--- src/rtl/aik_pkg.sv ---
// shared types, widths and constants of the arm inverse kinematics pipeline
// used by aik_sqrt, aik_div, aik_cordic and the arm_inverse_kinematics top level
package aik_pkg;

    localparam int CORDIC_STEPS    = 16;
    localparam int ANGLE_FRAC_BITS = 8;
    localparam int ANG_SH          = 16 - ANGLE_FRAC_BITS;

    localparam int IN_W   = 18;
    localparam int OUT_W  = 18;
    localparam int CFG_W  = 16;
    localparam int CFG_IDX_W = 2;

    // square root unit: radicand up to 2^48, root up to 2^24
    localparam int SQ_IN_W  = 50;
    localparam int SQ_OUT_W = 25;

    // divider: magnitude and divisor, quotient in q.24 no larger than 1.0
    localparam int DIV_W = 37;
    localparam int Q_W   = 25;

    // cordic vector and angle widths, angle in q.16 degrees
    localparam int CW = 40;
    localparam int ZW = 26;
    localparam int CO_LAT = CORDIC_STEPS + 1;

    localparam logic [CFG_IDX_W-1:0] REG_BASE_HEIGHT  = 2'd0;
    localparam logic [CFG_IDX_W-1:0] REG_UPPER_LINK   = 2'd1;
    localparam logic [CFG_IDX_W-1:0] REG_FOREARM_LINK = 2'd2;

    localparam logic [CFG_W-1:0] RST_BASE_HEIGHT  = 16'd3277;
    localparam logic [CFG_W-1:0] RST_UPPER_LINK   = 16'd11796;
    localparam logic [CFG_W-1:0] RST_FOREARM_LINK = 16'd18350;

    localparam logic signed [ZW-1:0] QUARTER_TURN = ZW'(90 * 65536);

    localparam logic signed [ZW-1:0] ATAN_DEG_Q16 [24] = '{
        26'sd2949120, 26'sd1740967, 26'sd919879, 26'sd466945,
        26'sd234379,  26'sd117304,  26'sd58666,  26'sd29335,
        26'sd14668,   26'sd7334,    26'sd3667,   26'sd1833,
        26'sd917,     26'sd458,     26'sd229,    26'sd115,
        26'sd57,      26'sd29,      26'sd14,     26'sd7,
        26'sd4,       26'sd2,       26'sd1,      26'sd0
    };

    localparam logic signed [ZW+1:0] RND_HALF = (ZW+2)'(1) <<< (ANG_SH - 1);
    localparam logic signed [ZW+1:0] SAT_HI   = (ZW+2)'(131071);
    localparam logic signed [ZW+1:0] SAT_LO   = -(ZW+2)'(131072);

    typedef struct packed {
        logic                   valid;
        logic signed [IN_W-1:0] x;
        logic signed [IN_W-1:0] y;
        logic signed [IN_W:0]   l2;
        logic [36:0]            dsq;
        logic [32:0]            upf;
        logic signed [32:0]     umf;
        logic [31:0]            uf;
    } t_sq_side;

    typedef struct packed {
        logic                   valid;
        logic                   bad;
        logic                   neg_e;
        logic                   neg_s;
        logic signed [IN_W-1:0] x;
        logic signed [IN_W-1:0] y;
        logic [IN_W-1:0]        l1;
        logic signed [IN_W:0]   l2;
    } t_dv_side;

    typedef struct packed {
        logic                   valid;
        logic                   bad;
        logic signed [Q_W:0]    ce;
        logic signed [Q_W:0]    cs;
        logic signed [IN_W-1:0] x;
        logic signed [IN_W-1:0] y;
        logic [IN_W-1:0]        l1;
        logic signed [IN_W:0]   l2;
    } t_ac_side;

    typedef struct packed {
        logic valid;
        logic bad;
    } t_co_side;

    // round half up to the output fraction and clamp to the field range
    function automatic logic [OUT_W-1:0] to_output(input logic signed [ZW:0] z);
        logic signed [ZW+1:0] sum;
        logic signed [ZW+1:0] r;
        sum = (ZW+2)'(z) + RND_HALF;
        r   = sum >>> ANG_SH;
        if (r > SAT_HI) begin
            r = SAT_HI;
        end else if (r < SAT_LO) begin
            r = SAT_LO;
        end
        return r[OUT_W-1:0];
    endfunction

endpackage

--- src/rtl/aik_sqrt.sv ---
// pipelined floor square root, one result bit per stage
// depends on aik_pkg for the radicand and root widths
module aik_sqrt import aik_pkg::*; (
    input  logic               i_clk,
    input  logic               i_en,
    input  logic [SQ_IN_W-1:0] i_rad,
    output logic [SQ_OUT_W-1:0] o_root
);

    logic [SQ_IN_W-1:0]  r_rem  [SQ_OUT_W];
    logic [SQ_OUT_W-1:0] r_root [SQ_OUT_W];

    for (genvar s = 0; s < SQ_OUT_W; s++) begin : g_stage
        localparam int K = SQ_OUT_W - 1 - s;
        logic [SQ_IN_W-1:0]  rem_prev;
        logic [SQ_OUT_W-1:0] root_prev;
        logic [SQ_IN_W-1:0]  trial;
        logic [SQ_IN_W-1:0]  n_rem;
        logic [SQ_OUT_W-1:0] n_root;

        if (s == 0) begin : g_first
            assign rem_prev  = i_rad;
            assign root_prev = '0;
        end else begin : g_next
            assign rem_prev  = r_rem[s-1];
            assign root_prev = r_root[s-1];
        end

        // (root + 2^k)^2 - root^2, root holding only bits above k
        assign trial = (SQ_IN_W'(root_prev) << (K + 1)) | (SQ_IN_W'(1) << (2 * K));

        always_comb begin
            if (rem_prev >= trial) begin
                n_rem  = rem_prev - trial;
                n_root = root_prev | (SQ_OUT_W'(1) << K);
            end else begin
                n_rem  = rem_prev;
                n_root = root_prev;
            end
        end

        always_ff @(posedge i_clk) begin
            if (i_en) begin
                r_rem[s]  <= n_rem;
                r_root[s] <= n_root;
            end
        end
    end

    assign o_root = r_root[SQ_OUT_W-1];

endmodule

--- config.mk ---
export PLATFORM = sky130hd
export DESIGN_NAME = aik_sqrt
export DESIGN_NICKNAME = d
export VERILOG_FILES = /design/src/rtl/aik_pkg.sv /design/src/rtl/aik_sqrt.sv
export SDC_FILE = /design/constraint.sdc
export NUM_CORES = 2
export LEC_CHECK = 0
export ABC_AREA = 1
export BUFFER_PORTS_ARGS = -buffer_cell sky130_fd_sc_hd__clkbuf_2
export CAP_MARGIN = 15
export CORE_MARGIN = 1
export CORE_UTILIZATION = 40
export CTS_CLUSTER_SIZE = 8
export DETAILED_ROUTE_END_ITERATION = 16
export SLEW_MARGIN = 20
export SYNTH_ARGS = -nofsm -noshare
export SYNTH_HDL_FRONTEND = slang
export SYNTH_SLANG_ARGS = --single-unit
export TNS_END_PERCENT = 20
--- constraint.sdc ---
create_clock -name i_clk -period 4.8 [get_ports i_clk]
set_clock_uncertainty 0.2 [all_clocks]
set_input_delay 0.24 -clock i_clk [delete_from_list [all_inputs] [get_ports i_clk]]
set_output_delay 0.24 -clock i_clk [all_outputs]
set_load 0.005 [all_outputs]
==> metrics.md <==
| Metric | Value |
|---|---|
| Max incr delay on CP | `680 ps` |
| Post-Synth XOR/XNOR Area | `3.11%` |
| Largest net degree at the start of global routing | `140` |
| Slowest cell on crit path | `clkinv_2` |
| Routed len/inst | `20.7 µm` |
| Worst Setup EP | `r_rem[5][12]` |
| Synth top area cells | `edfxtp_1 (53%), nand2_1 (14%), inv_1 (7.0%), ha_1 (5.0%), nor2_1 (4.8%)` |
| Post-DP HPWL | `221000 µm` |
| Finished Core Util | `45.5%` |
| Initial Util | `40.4%` |
| DRC viols | `0` |
| Chip height | `466 µm` |
| Top FF cell, synth | `edfxtp_1` |
| Port Buffer Count | `76` |
| Pleak | `0.0422 µW` |
| Yosys top cell area share | `53.3%` |
| Row cnt | `169` |
| Total Routing Usage GR | `25.0%` |
| GRT overflow | `0` |
| Num ports | `77` |
| Hold_ws | `108 ps` |
| Reg-to-reg endpoint | `r_rem[5][12]` |
| Avg Synthesized Cell Area | `8.58 µm²` |
| Placed cells | `12900` |
| Cts hold-fix bufs | `100` |
| Critical Path Fanout Max | `47` |
| Setup_tns | `0 ps` |
| CP cell instances | `inv_1, ha_1, nand2_1, nor2_2, nand3_1, nor2_1, nand3_1, nand2_1, inv_2, nand2_4, clkinv_2, nand2_1, o21ai_2` |
| Antenna violations before repair | `7` |
| Outcome | `finished clean` |
| Warnings, synthesis | `0` |
| Pwr per Cell Area | `438 nW/µm²` |
| Initial DRC count | `5589` |
| Crit path depth | `13` |
| Depth of the worst hold-timing path | `4` |
| First-pass GRT wire length | `407000 µm` |
| CTS Buf Count | `213` |
| Largest family of logic cells by synthesized area | `simple AND/OR/NAND/NOR gates` |
| Unrepaired setup endpoints after global routing | `false` |
| VDD IR max | `0.417 mV` |
| H-tree depth | `4` |
| Simple-gate share of the synthesized area | `25.6%` |
| CP Buf/Inv Count | `3` |
| Synth async-reset ratio | `0%` |
| CP endpoint kind | `flop` |
| CP delay by family, top | `simple AND/OR/NAND/NOR gates` |
| DRT antenna net count | `0` |
| Via/cell ratio | `5.12` |
| CTS tree | `done` |
| Root Driver | `clkbuf_16` |
| Synthesized flop and latch total | `1525` |
| R2r startpoint | `r_root[1][82]` |
| Total of max-cap violations | `0` |
| Total number of vias | `67900` |
| Crit path DAT | `4020 ps` |
| EDFF count, synth | `1525` |
| Count of cell types in the netlist | `58` |
| CP startpoint | `r_root[1][82]` |
| Minimum clock period | `3680 ps` |
| Sequential-to-total area share from yosys stat | `53.3%` |
| Total die area | `217000 µm²` |
| Finished Layout Cells | `13300` |
| Post-CTS sizing | `0` |
| Post-route design area | `96800 µm²` |
| Post-synthesis mux area share | `0%` |
| Clk slew on worst S/H paths | `50 ps` |
| DR pass1 iterations | `6` |
| Synth Area in Adders | `5.03%` |
| CP Launch Type | `flop` |
| Max transition margin | `13.8%` |
| Worst min path class | `input port to flop` |
| Mapped Nets | `10400` |
| Worst EP required | `5140 ps` |
| CP dominant cell by count | `nand2_1` |
| Placed cell area | `89900 µm²` |
| Synth Area in Compound Gates | `5.22%` |
| Max Root-Sink Buffers | `3` |
| R2r setup slk | `1120 ps` |
| Syn-to-layout area delta | `12.6%` |
| Layout cell share with drive strength beyond 1 | `4.78%` |
| Mapped Area | `86000 µm²` |
| Core Region | `213000 µm²` |
| Final hold vios | `0` |
| Worst-Margin Slew | `1290 ps` |
| Setup Crit Path Kind | `flop to flop` |
| Synthesized instance count | `10000` |
| Setup violations, final | `0` |
| # clock sinks | `1525` |
| Max Slew Vio Count | `0` |
| Worst reg-to-reg path cell count | `13` |
| Post-layout net count | `10800` |
| Total routed wirelength | `275000 µm` |
| Tcrit/Tclk final | `76.7%` |
| Synth area leader | `edfxtp_1` |
| Max frequency | `0.272 GHz` |
| GP Congestion | `0.981` |
| Post-CTS Setup Bufs | `0` |
| Clk_lat worst skew | `910 ps` |
| Width of the chip | `466 µm` |
| Vias in the first global route | `66800` |
## Yosys cell counts (all sizes together) (134+ instances only)
| cell type | count |
|---|---|
| nor2 | 1130 |
| ha | 346 |
| nor3 | 134 |
| a21oi | 438 |
| nand2 | 3179 |
| inv | 1618 |
| xor2 | 171 |
| xnor2 | 134 |
| nand4 | 184 |
| nand3 | 561 |
| edfxtp | 1525 |
| o21ai | 287 |
## logic make-up after synthesis
kind of cell | Yosys count
xor gates and xnor gates | 305
buffers and inverters | 1697
AOI/OAI and AO/OA | 810
adders and majority gates | 346
DFF | 1525
and+or+nand+nor | 5339
## per-stage QoR
step                setup slack, ps  total power, µW
finish                         1120            42400
CTS                            1130            42600
detailed placement             1180            28900
global placement               1170            28900
global route                    879            44600
floorplan                      2430            24800
## per-layer routing
metal  vias to the layer above  track usage [%]  wire, µm
met1                     32100             29.5    110000
met2                      1912             44.9    138000
met4                         0             12.1     14600
li1                      33400                -         -
met3                       490             3.10     12500
met5                         -                0         0
## worst reg2reg max path: stages (launching register included)
cell      delay [ps]
edfxtp_1         610
inv_1             90
ha_1             370
nand2_1          120
nor2_2           140
nand3_1           80
nor2_1           220
nand3_1          100
nand2_1          110
inv_2             50
nand2_4          190
clkinv_2         680
nand2_1          350
o21ai_2           90
## registers in the layout, summed over array words and instances, names as in the netlist
register and count:
r_rem 1200, r_root 325
## cell usage in the layout, fill, tap and decap left out, types with 24 or more instances in the layout
master / instances
xor2_1: 171
clkbuf_2: 75
clkbuf_16: 213
o21ai_1: 52
nand2_1: 3162
buf_4: 40
o21ai_0: 217
inv_1: 1604
nand3_1: 557
edfxtp_1: 1525
ha_1: 346
a21oi_2: 31
xnor2_1: 134
a21oi_1: 406
dlygate4sd3_1: 100
nand4_1: 183
a21o_1: 24
nor3_1: 134
nor4_1: 74
nand3b_1: 39
nor2_1: 1096
## worst min path at each step
stage                              end  slack, ps  startpoint
after floorplan            r_rem[0][0]        140    i_rad[0]
after global placement    r_rem[0][18]        220   i_rad[18]
after detailed placement  r_rem[0][40]        220   i_rad[40]
after CTS                 r_rem[0][48]        100   i_rad[48]
after global routing      r_rem[0][49]        100   i_rad[49]
final                     r_rem[0][49]        110   i_rad[49]
## final cells by class
cell class / instances / area, µm²
antenna: 3 / 7.51
fill: 20700 / 116000
clock inverter: 26 / 493
sequential: 1525 / 45800
clock buffer: 233 / 5410
inverter: 1619 / 6080
timing repair buffer: 229 / 1960
tap: 2821 / 3530
multi-input combinational: 6800 / 33500
## power by group
| part | internal, µW | switching (µW) |
|---|---|---|
| clock | 7890 | 5670 |
| combinational | 3310 | 7100 |
| sequential | 16800 | 1590 |
| total | 28000 | 14400 |
(Power assumes the default switching activity.)
