`src/rtl/aik_pkg.sv`:
```
// shared types, widths and constants of the arm inverse kinematics pipeline
// used by aik_sqrt, aik_div, aik_cordic and the arm_inverse_kinematics top level
package aik_pkg;

    localparam int CORDIC_STEPS    = 16;
    localparam int ANGLE_FRAC_BITS = 8;
    localparam int ANG_SH          = 16 - ANGLE_FRAC_BITS;

    localparam int IN_W   = 18;
    localparam int OUT_W  = 18;
    localparam int CFG_W  = 16;
    localparam int CFG_IDX_W = 2;

    // square root unit: radicand up to 2^48, root up to 2^24
    localparam int SQ_IN_W  = 50;
    localparam int SQ_OUT_W = 25;

    // divider: magnitude and divisor, quotient in q.24 no larger than 1.0
    localparam int DIV_W = 37;
    localparam int Q_W   = 25;

    // cordic vector and angle widths, angle in q.16 degrees
    localparam int CW = 40;
    localparam int ZW = 26;
    localparam int CO_LAT = CORDIC_STEPS + 1;

    localparam logic [CFG_IDX_W-1:0] REG_BASE_HEIGHT  = 2'd0;
    localparam logic [CFG_IDX_W-1:0] REG_UPPER_LINK   = 2'd1;
    localparam logic [CFG_IDX_W-1:0] REG_FOREARM_LINK = 2'd2;

    localparam logic [CFG_W-1:0] RST_BASE_HEIGHT  = 16'd3277;
    localparam logic [CFG_W-1:0] RST_UPPER_LINK   = 16'd11796;
    localparam logic [CFG_W-1:0] RST_FOREARM_LINK = 16'd18350;

    localparam logic signed [ZW-1:0] QUARTER_TURN = ZW'(90 * 65536);

    localparam logic signed [ZW-1:0] ATAN_DEG_Q16 [24] = '{
        26'sd2949120, 26'sd1740967, 26'sd919879, 26'sd466945,
        26'sd234379,  26'sd117304,  26'sd58666,  26'sd29335,
        26'sd14668,   26'sd7334,    26'sd3667,   26'sd1833,
        26'sd917,     26'sd458,     26'sd229,    26'sd115,
        26'sd57,      26'sd29,      26'sd14,     26'sd7,
        26'sd4,       26'sd2,       26'sd1,      26'sd0
    };

    localparam logic signed [ZW+1:0] RND_HALF = (ZW+2)'(1) <<< (ANG_SH - 1);
    localparam logic signed [ZW+1:0] SAT_HI   = (ZW+2)'(131071);
    localparam logic signed [ZW+1:0] SAT_LO   = -(ZW+2)'(131072);

    typedef struct packed {
        logic                   valid;
        logic signed [IN_W-1:0] x;
        logic signed [IN_W-1:0] y;
        logic signed [IN_W:0]   l2;
        logic [36:0]            dsq;
        logic [32:0]            upf;
        logic signed [32:0]     umf;
        logic [31:0]            uf;
    } t_sq_side;

    typedef struct packed {
        logic                   valid;
        logic                   bad;
        logic                   neg_e;
        logic                   neg_s;
        logic signed [IN_W-1:0] x;
        logic signed [IN_W-1:0] y;
        logic [IN_W-1:0]        l1;
        logic signed [IN_W:0]   l2;
    } t_dv_side;

    typedef struct packed {
        logic                   valid;
        logic                   bad;
        logic signed [Q_W:0]    ce;
        logic signed [Q_W:0]    cs;
        logic signed [IN_W-1:0] x;
        logic signed [IN_W-1:0] y;
        logic [IN_W-1:0]        l1;
        logic signed [IN_W:0]   l2;
    } t_ac_side;

    typedef struct packed {
        logic valid;
        logic bad;
    } t_co_side;

    // round half up to the output fraction and clamp to the field range
    function automatic logic [OUT_W-1:0] to_output(input logic signed [ZW:0] z);
        logic signed [ZW+1:0] sum;
        logic signed [ZW+1:0] r;
        sum = (ZW+2)'(z) + RND_HALF;
        r   = sum >>> ANG_SH;
        if (r > SAT_HI) begin
            r = SAT_HI;
        end else if (r < SAT_LO) begin
            r = SAT_LO;
        end
        return r[OUT_W-1:0];
    endfunction

endpackage

```
`src/rtl/aik_div.sv`:
```
// pipelined restoring divider giving a q.24 quotient of a magnitude not above its divisor
// depends on aik_pkg for widths
module aik_div import aik_pkg::*; (
    input  logic             i_clk,
    input  logic             i_en,
    input  logic [DIV_W-1:0] i_mag,
    input  logic [DIV_W-1:0] i_den,
    output logic [Q_W-1:0]   o_quo
);

    logic [DIV_W-1:0] r_rem [Q_W];
    logic [DIV_W-1:0] r_den [Q_W];
    logic [Q_W-1:0]   r_quo [Q_W];

    for (genvar s = 0; s < Q_W; s++) begin : g_stage
        localparam int K = Q_W - 1 - s;
        logic [DIV_W:0]   rem_sh;
        logic [DIV_W-1:0] den_prev;
        logic [Q_W-1:0]   quo_prev;
        logic [DIV_W:0]   n_rem;
        logic [Q_W-1:0]   n_quo;

        if (s == 0) begin : g_first
            assign rem_sh   = {1'b0, i_mag};
            assign den_prev = i_den;
            assign quo_prev = '0;
        end else begin : g_next
            assign rem_sh   = {r_rem[s-1], 1'b0};
            assign den_prev = r_den[s-1];
            assign quo_prev = r_quo[s-1];
        end

        always_comb begin
            if (rem_sh >= {1'b0, den_prev}) begin
                n_rem = rem_sh - {1'b0, den_prev};
                n_quo = quo_prev | (Q_W'(1) << K);
            end else begin
                n_rem = rem_sh;
                n_quo = quo_prev;
            end
        end

        always_ff @(posedge i_clk) begin
            if (i_en) begin
                r_rem[s] <= n_rem[DIV_W-1:0];
                r_den[s] <= den_prev;
                r_quo[s] <= n_quo;
            end
        end
    end

    assign o_quo = r_quo[Q_W-1];

endmodule

```
`config.mk`:
```
export PLATFORM = sky130hd
export DESIGN_NAME = aik_div
export DESIGN_NICKNAME = d
export VERILOG_FILES = /design/src/rtl/aik_pkg.sv /design/src/rtl/aik_div.sv
export SDC_FILE = /design/constraint.sdc
export NUM_CORES = 2
export LEC_CHECK = 0
export BUFFER_PORTS_ARGS = -buffer_cell sky130_fd_sc_hd__clkbuf_2
export CAP_MARGIN = 20
export CORE_MARGIN = 3
export CORE_UTILIZATION = 50
export DETAILED_ROUTE_END_ITERATION = 12
export GPL_TIMING_DRIVEN = 0
export PLACE_DENSITY = 0.65
export SLEW_MARGIN = 25
export SYNTH_ARGS = -nofsm -noshare
export SYNTH_HDL_FRONTEND = slang
export SYNTH_SLANG_ARGS = --single-unit
```
`constraint.sdc`:
```
create_clock -name i_clk -period 10.2 [get_ports i_clk]
set_clock_uncertainty 0.15 [all_clocks]
set_input_delay 2.04 -clock i_clk [delete_from_list [all_inputs] [get_ports i_clk]]
set_output_delay 2.04 -clock i_clk [all_outputs]
set_load 0.03 [all_outputs]
```
==> flow_results.xml <==
<?xml version="1.0" encoding="UTF-8"?>
<metrics>
  <group name="yosys">
    <metric name="synthArstFlopShare" unit="">0</metric>
    <metric name="syn_area" unit="µm²">123000</metric>
    <metric name="ys_warn_count" unit="">0</metric>
    <metric name="syn_nets" unit="">12300</metric>
    <metric name="synth_cell_type_count" unit="">98</metric>
    <metric name="synth_top_family_by_area" unit="">compound AO/OA/AOI/OAI gates</metric>
    <metric name="syn-instance-count" unit="">11300</metric>
    <metric name="yosys-mux-area-fraction" unit="">0.0333</metric>
    <metric name="synth_edf_count" unit="">2101</metric>
    <metric name="yosys.area_share.adder" unit="">0.0978</metric>
    <metric name="synth-simple-area-share" unit="">0.0973</metric>
    <metric name="synthXorXnorAreaFrac" unit="">0.0519</metric>
    <metric name="synth-compound-area-share" unit="">0.162</metric>
    <metric name="syn-mean-instance-area" unit="µm²">10.9</metric>
    <metric name="synth_ff_type" unit="">edfxtp_1</metric>
    <metric name="seq_area_frac_synth" unit="">0.512</metric>
    <metric name="synth-seq-cells" unit="">2101</metric>
  </group>
  <group name="final_layout">
    <metric name="flow.area_growth_from_synthesis" unit="%">10.3</metric>
    <metric name="fillCellCount" unit="">21000</metric>
    <metric name="final_instance_count_excl_fillers" unit="">15000</metric>
    <metric name="nets" unit="">12700</metric>
    <metric name="drive_above_1_share" unit="">0.0816</metric>
  </group>
  <group name="worst_setup_path">
    <metric name="timing.critical_path.max_delay_family" unit="">compound AO/OA/AOI/OAI gates</metric>
    <metric name="setup.worst_path.start_class" unit="">input pin</metric>
    <metric name="worst_path_largest_cell_delay" unit="ns">0.56</metric>
    <metric name="crit_path_cell_trace" unit="">clkbuf_2 -&gt; inv_1 -&gt; ha_1 -&gt; o21a_1 -&gt; o31a_1 -&gt; o21ai_0 -&gt; o22ai_1 -&gt; a31oi_1 -&gt; o21ai_0 -&gt; o41ai_1 -&gt; o21ai_2 -&gt; buf_2 -&gt; clkbuf_1 -&gt; a21oi_1</metric>
    <metric name="timing.reg2reg.setup_slack" unit="ns">5.00</metric>
    <metric name="critical_path.max_fanout" unit="">10</metric>
    <metric name="worstPathBufferInverterCount" unit="">4</metric>
    <metric name="critical_path.reg2reg.endpoint" unit="">r_rem[0][117]</metric>
    <metric name="cp.required" unit="ns">10.62</metric>
    <metric name="r2r_start" unit="">r_rem[0][74]</metric>
    <metric name="crit_start" unit="">i_den[3]</metric>
    <metric name="worst-setup-path-type" unit="">in2reg</metric>
    <metric name="worst_setup_path_end_kind" unit="">register</metric>
    <metric name="critical_path_data_arrival_time" unit="ns">5.98</metric>
    <metric name="crit_top_cell" unit="">o21ai_0</metric>
    <metric name="worst-r2r-cell-count" unit="">13</metric>
    <metric name="slowest_stage" unit="">o21ai_2</metric>
  </group>
  <group name="sta">
    <metric name="layout_worst_path_cycle_share" unit="">0.545</metric>
    <metric name="report.final.hold_viol_count" unit="">0</metric>
    <metric name="grt_setup_unrepaired" unit="">false</metric>
    <metric name="setup_viol_count_final" unit="">0</metric>
    <metric name="fin_worst_hold_slack" unit="ns">0.251</metric>
    <metric name="worst_slew_margin_rel" unit="">0.230</metric>
    <metric name="f_max" unit="MHz">180</metric>
    <metric name="drv_slew" unit="">0</metric>
    <metric name="final.setup.tns" unit="ns">0</metric>
    <metric name="layout_min_cycle_time" unit="ns">5.56</metric>
    <metric name="max_slew.worst_pin.slew" unit="ns">1.14</metric>
  </group>
  <group name="clock_network">
    <metric name="cts_root_buffer" unit="">clkbuf_16</metric>
    <metric name="postCtsSetupRepairBufs" unit="">0</metric>
    <metric name="tritoncts" unit="">done</metric>
    <metric name="cts_inserted_buffers" unit="">225</metric>
    <metric name="clk_path_buf_depth" unit="">3</metric>
    <metric name="htree_levels" unit="">4</metric>
    <metric name="post_cts_resize_count" unit="">0</metric>
    <metric name="hold_buffers" unit="">0</metric>
    <metric name="clock_latency" unit="ns">0.89</metric>
    <metric name="cts_sinks" unit="">2101</metric>
    <metric name="clkTransAtPathRegs" unit="ns">0.06</metric>
  </group>
  <group name="job">
    <metric name="cap_viol_max_count" unit="">0</metric>
  </group>
  <group name="drt">
    <metric name="ant_nets" unit="">0</metric>
    <metric name="dr_total_vias" unit="">87300</metric>
    <metric name="detailedRoute.firstIterationViolations" unit="">7381</metric>
    <metric name="drt_first_pass_iters" unit="">8</metric>
    <metric name="drt-vias-per-instance" unit="">5.81</metric>
    <metric name="detail_route.wirelength" unit="µm">339000</metric>
    <metric name="drc_errors" unit="">0</metric>
    <metric name="routed_wire_length_per_instance" unit="µm">22.6</metric>
  </group>
  <group name="floorplan">
    <metric name="fp.dieArea" unit="µm²">252000</metric>
    <metric name="start_util" unit="">0.504</metric>
    <metric name="placementRows" unit="">181</metric>
    <metric name="die_x_extent" unit="µm">502</metric>
    <metric name="pin_count" unit="">101</metric>
    <metric name="die_h" unit="µm">502</metric>
    <metric name="core_region_area" unit="µm²">244000</metric>
  </group>
  <group name="global_route">
    <metric name="grt_max_degree" unit="">99</metric>
    <metric name="grt_overflow" unit="">0</metric>
    <metric name="grt_first_pass_wirelength" unit="µm">509000</metric>
    <metric name="gr-usage-all-layers" unit="">0.263</metric>
    <metric name="antenna_violations_before_repair" unit="">2</metric>
    <metric name="vias_in_the_first_global_route" unit="">84600</metric>
  </group>
  <group name="worst_hold_path">
    <metric name="timing.hold.worst.class" unit="">reg2reg</metric>
    <metric name="worstHoldPathCells" unit="">0</metric>
    <metric name="min_from" unit="">r_quo[4][21]</metric>
    <metric name="min_to" unit="">r_quo[5][21]</metric>
  </group>
  <group name="place">
    <metric name="port_buffers" unit="">100</metric>
    <metric name="placed_cell_count" unit="">14600</metric>
    <metric name="finalWeightedCongestion" unit="">0.929</metric>
    <metric name="detailed_placement_hpwl" unit="µm">264000</metric>
  </group>
  <group name="power_and_ir_drop">
    <metric name="worst_ir_drop_vdd" unit="mV">0.214</metric>
    <metric name="power.density_cell_area" unit="nW/µm²">334</metric>
    <metric name="power.leakage" unit="nW">55.9</metric>
    <metric name="fin_total_pwr" unit="W">0.0454</metric>
  </group>
  <group name="run_status">
    <metric name="status" unit="">finished clean</metric>
  </group>
</metrics>
[cell usage after synthesis (all sizes together), types with 17 or more instances]
library cell | instances | area [µm²]
nand3 | 197 | 986
nor4 | 36 | 231
a31o | 22 | 201
a31oi | 115 | 719
buf | 69 | 354
a21boi | 43 | 323
clkbuf | 241 | 905
a221oi | 21 | 190
a2111oi | 30 | 325
a211o | 32 | 280
o31a | 42 | 369
nor3 | 139 | 701
nand4 | 144 | 901
o21bai | 115 | 863
inv | 1158 | 4350
and2 | 70 | 439
xnor2 | 441 | 3860
and4 | 32 | 280
o22ai | 20 | 125
o311ai | 17 | 149
a21o | 523 | 3930
a211oi | 62 | 465
fa | 24 | 480
or3 | 36 | 225
o41ai | 17 | 175
nor2 | 794 | 2980
o31ai | 85 | 658
edfxtp | 2101 | 63100
a21oi | 1151 | 5780
ha | 924 | 11600
nor2b | 132 | 826
or2 | 27 | 169
o21ai | 567 | 2840
o21a | 110 | 826
and3 | 108 | 676
a311oi | 22 | 205
nand2 | 612 | 2300
a41oi | 23 | 201
mux2 | 347 | 3940
xor2 | 289 | 2530
o211ai | 51 | 383
nand2b | 104 | 651
[where the power goes]
group,leakage (nW),internal (W),switching [W]
Clock,3.60,0.00460,0.00356
Combinational,31.8,0.00912,0.0133
Sequential,20.5,0.0131,0.00176
Total,55.9,0.0268,0.0187
[final cells by class]
cell class                 instances  area, µm²  area share
multi-input combinational       7712      54500       0.401
inverter                        1158       4350      0.0320
sequential                      2101      63100       0.464
buffer                           310       1260     0.00927
tap                             3202       4010      0.0295
clock buffer                     253       5740      0.0422
timing repair buffer             125       1200     0.00881
antenna                            4       10.0   0.0000737
clock inverter                   166       1730      0.0127
[metal layers]
metal / GRT usage / part of all wire / up-vias
met5: 0 / 0 / -
met4: 0.0923 / 0.037 / 0
met3: 0.0330 / 0.048 / 590
met2: 0.460 / 0.50 / 2389
met1: 0.335 / 0.42 / 42200
li1: - / - / 42200
[state kept, by name (all words and copies together), names as in the netlist]
| signal | count |
|---|---|
| r_den | 888 |
| r_rem | 888 |
| r_quo | 325 |
[placed cells by master, fill, tap and decap left out, types with 27 or more instances in the layout]
master | Yosys | routed
nor3_1 | 138 | 138
nand3_1 | 197 | 197
clkbuf_16 | 0 | 225
a21oi_1 | 1149 | 1149
o31ai_1 | 81 | 81
and4_1 | 32 | 32
ha_1 | 924 | 924
nand2_1 | 612 | 612
xor2_1 | 289 | 289
clkbuf_2 | 0 | 99
clkinv_1 | 0 | 44
nand2b_1 | 104 | 104
o21a_1 | 110 | 110
o21bai_1 | 115 | 115
or2_2 | 27 | 27
clkinv_2 | 0 | 44
a31oi_1 | 115 | 115
nor2b_1 | 132 | 132
and2_1 | 68 | 68
nor4_1 | 35 | 35
or3_1 | 36 | 36
o31a_1 | 41 | 41
and3_1 | 108 | 108
o21ai_0 | 560 | 560
a21o_1 | 523 | 523
a21boi_0 | 43 | 43
nor2_1 | 794 | 794
inv_1 | 1151 | 1151
nand4_1 | 144 | 144
clkbuf_1 | 241 | 269
a211o_1 | 32 | 32
o211ai_1 | 51 | 51
buf_2 | 52 | 52
xnor2_1 | 441 | 441
edfxtp_1 | 2101 | 2101
mux2_2 | 338 | 338
a211oi_1 | 62 | 62
[kinds of logic after synthesis]
kind of cell / after synthesis
compound gates: 3165
simple gates: 2506
flops: 2101
buf+inv: 1468
fa+ha+maj: 948
xor+xnor: 730
mux: 363
[worst reg2reg max path, cell delays in order (launching register included)]
cell and delay (ns):
edfxtp_1 0.43, inv_1 0.09, fa_1 0.47, nor2b_1 0.12, o21ai_0 0.10, a21oi_1 0.26
o31a_1 0.22, o21ai_0 0.22, a21oi_1 0.32, nor3_1 0.18, o31ai_2 0.87, clkbuf_1 0.71
buf_1 0.52, a21oi_1 0.23
[stage by stage]
stage          instance area, µm²  utilization  setup slack, ns
3_3_place_gp               128000        0.523           -29.48
5_1_grt                    136000        0.556             4.33
2_1_floorplan              123000            -             5.20
6_report                   136000        0.556             4.64
4_1_cts                    136000        0.556             4.69
3_5_place_dp               128000        0.526             3.77
[worst max path at each step]
| stage | end | slack (ns) | cells past startpoint |
|---|---|---|---|
| global route | r_rem[0][19] | 4.33 | 14 |
| global placement | r_quo[19][7] | -29.48 | 1 |
| finish | r_rem[0][19] | 4.64 | 14 |
| CTS | r_rem[0][27] | 4.69 | 14 |
| floorplan | r_rem[0][11] | 5.20 | 12 |
| detailed placement | r_rem[0][27] | 3.77 | 14 |
No activity file was read; power rests on OpenSTA's default activity.
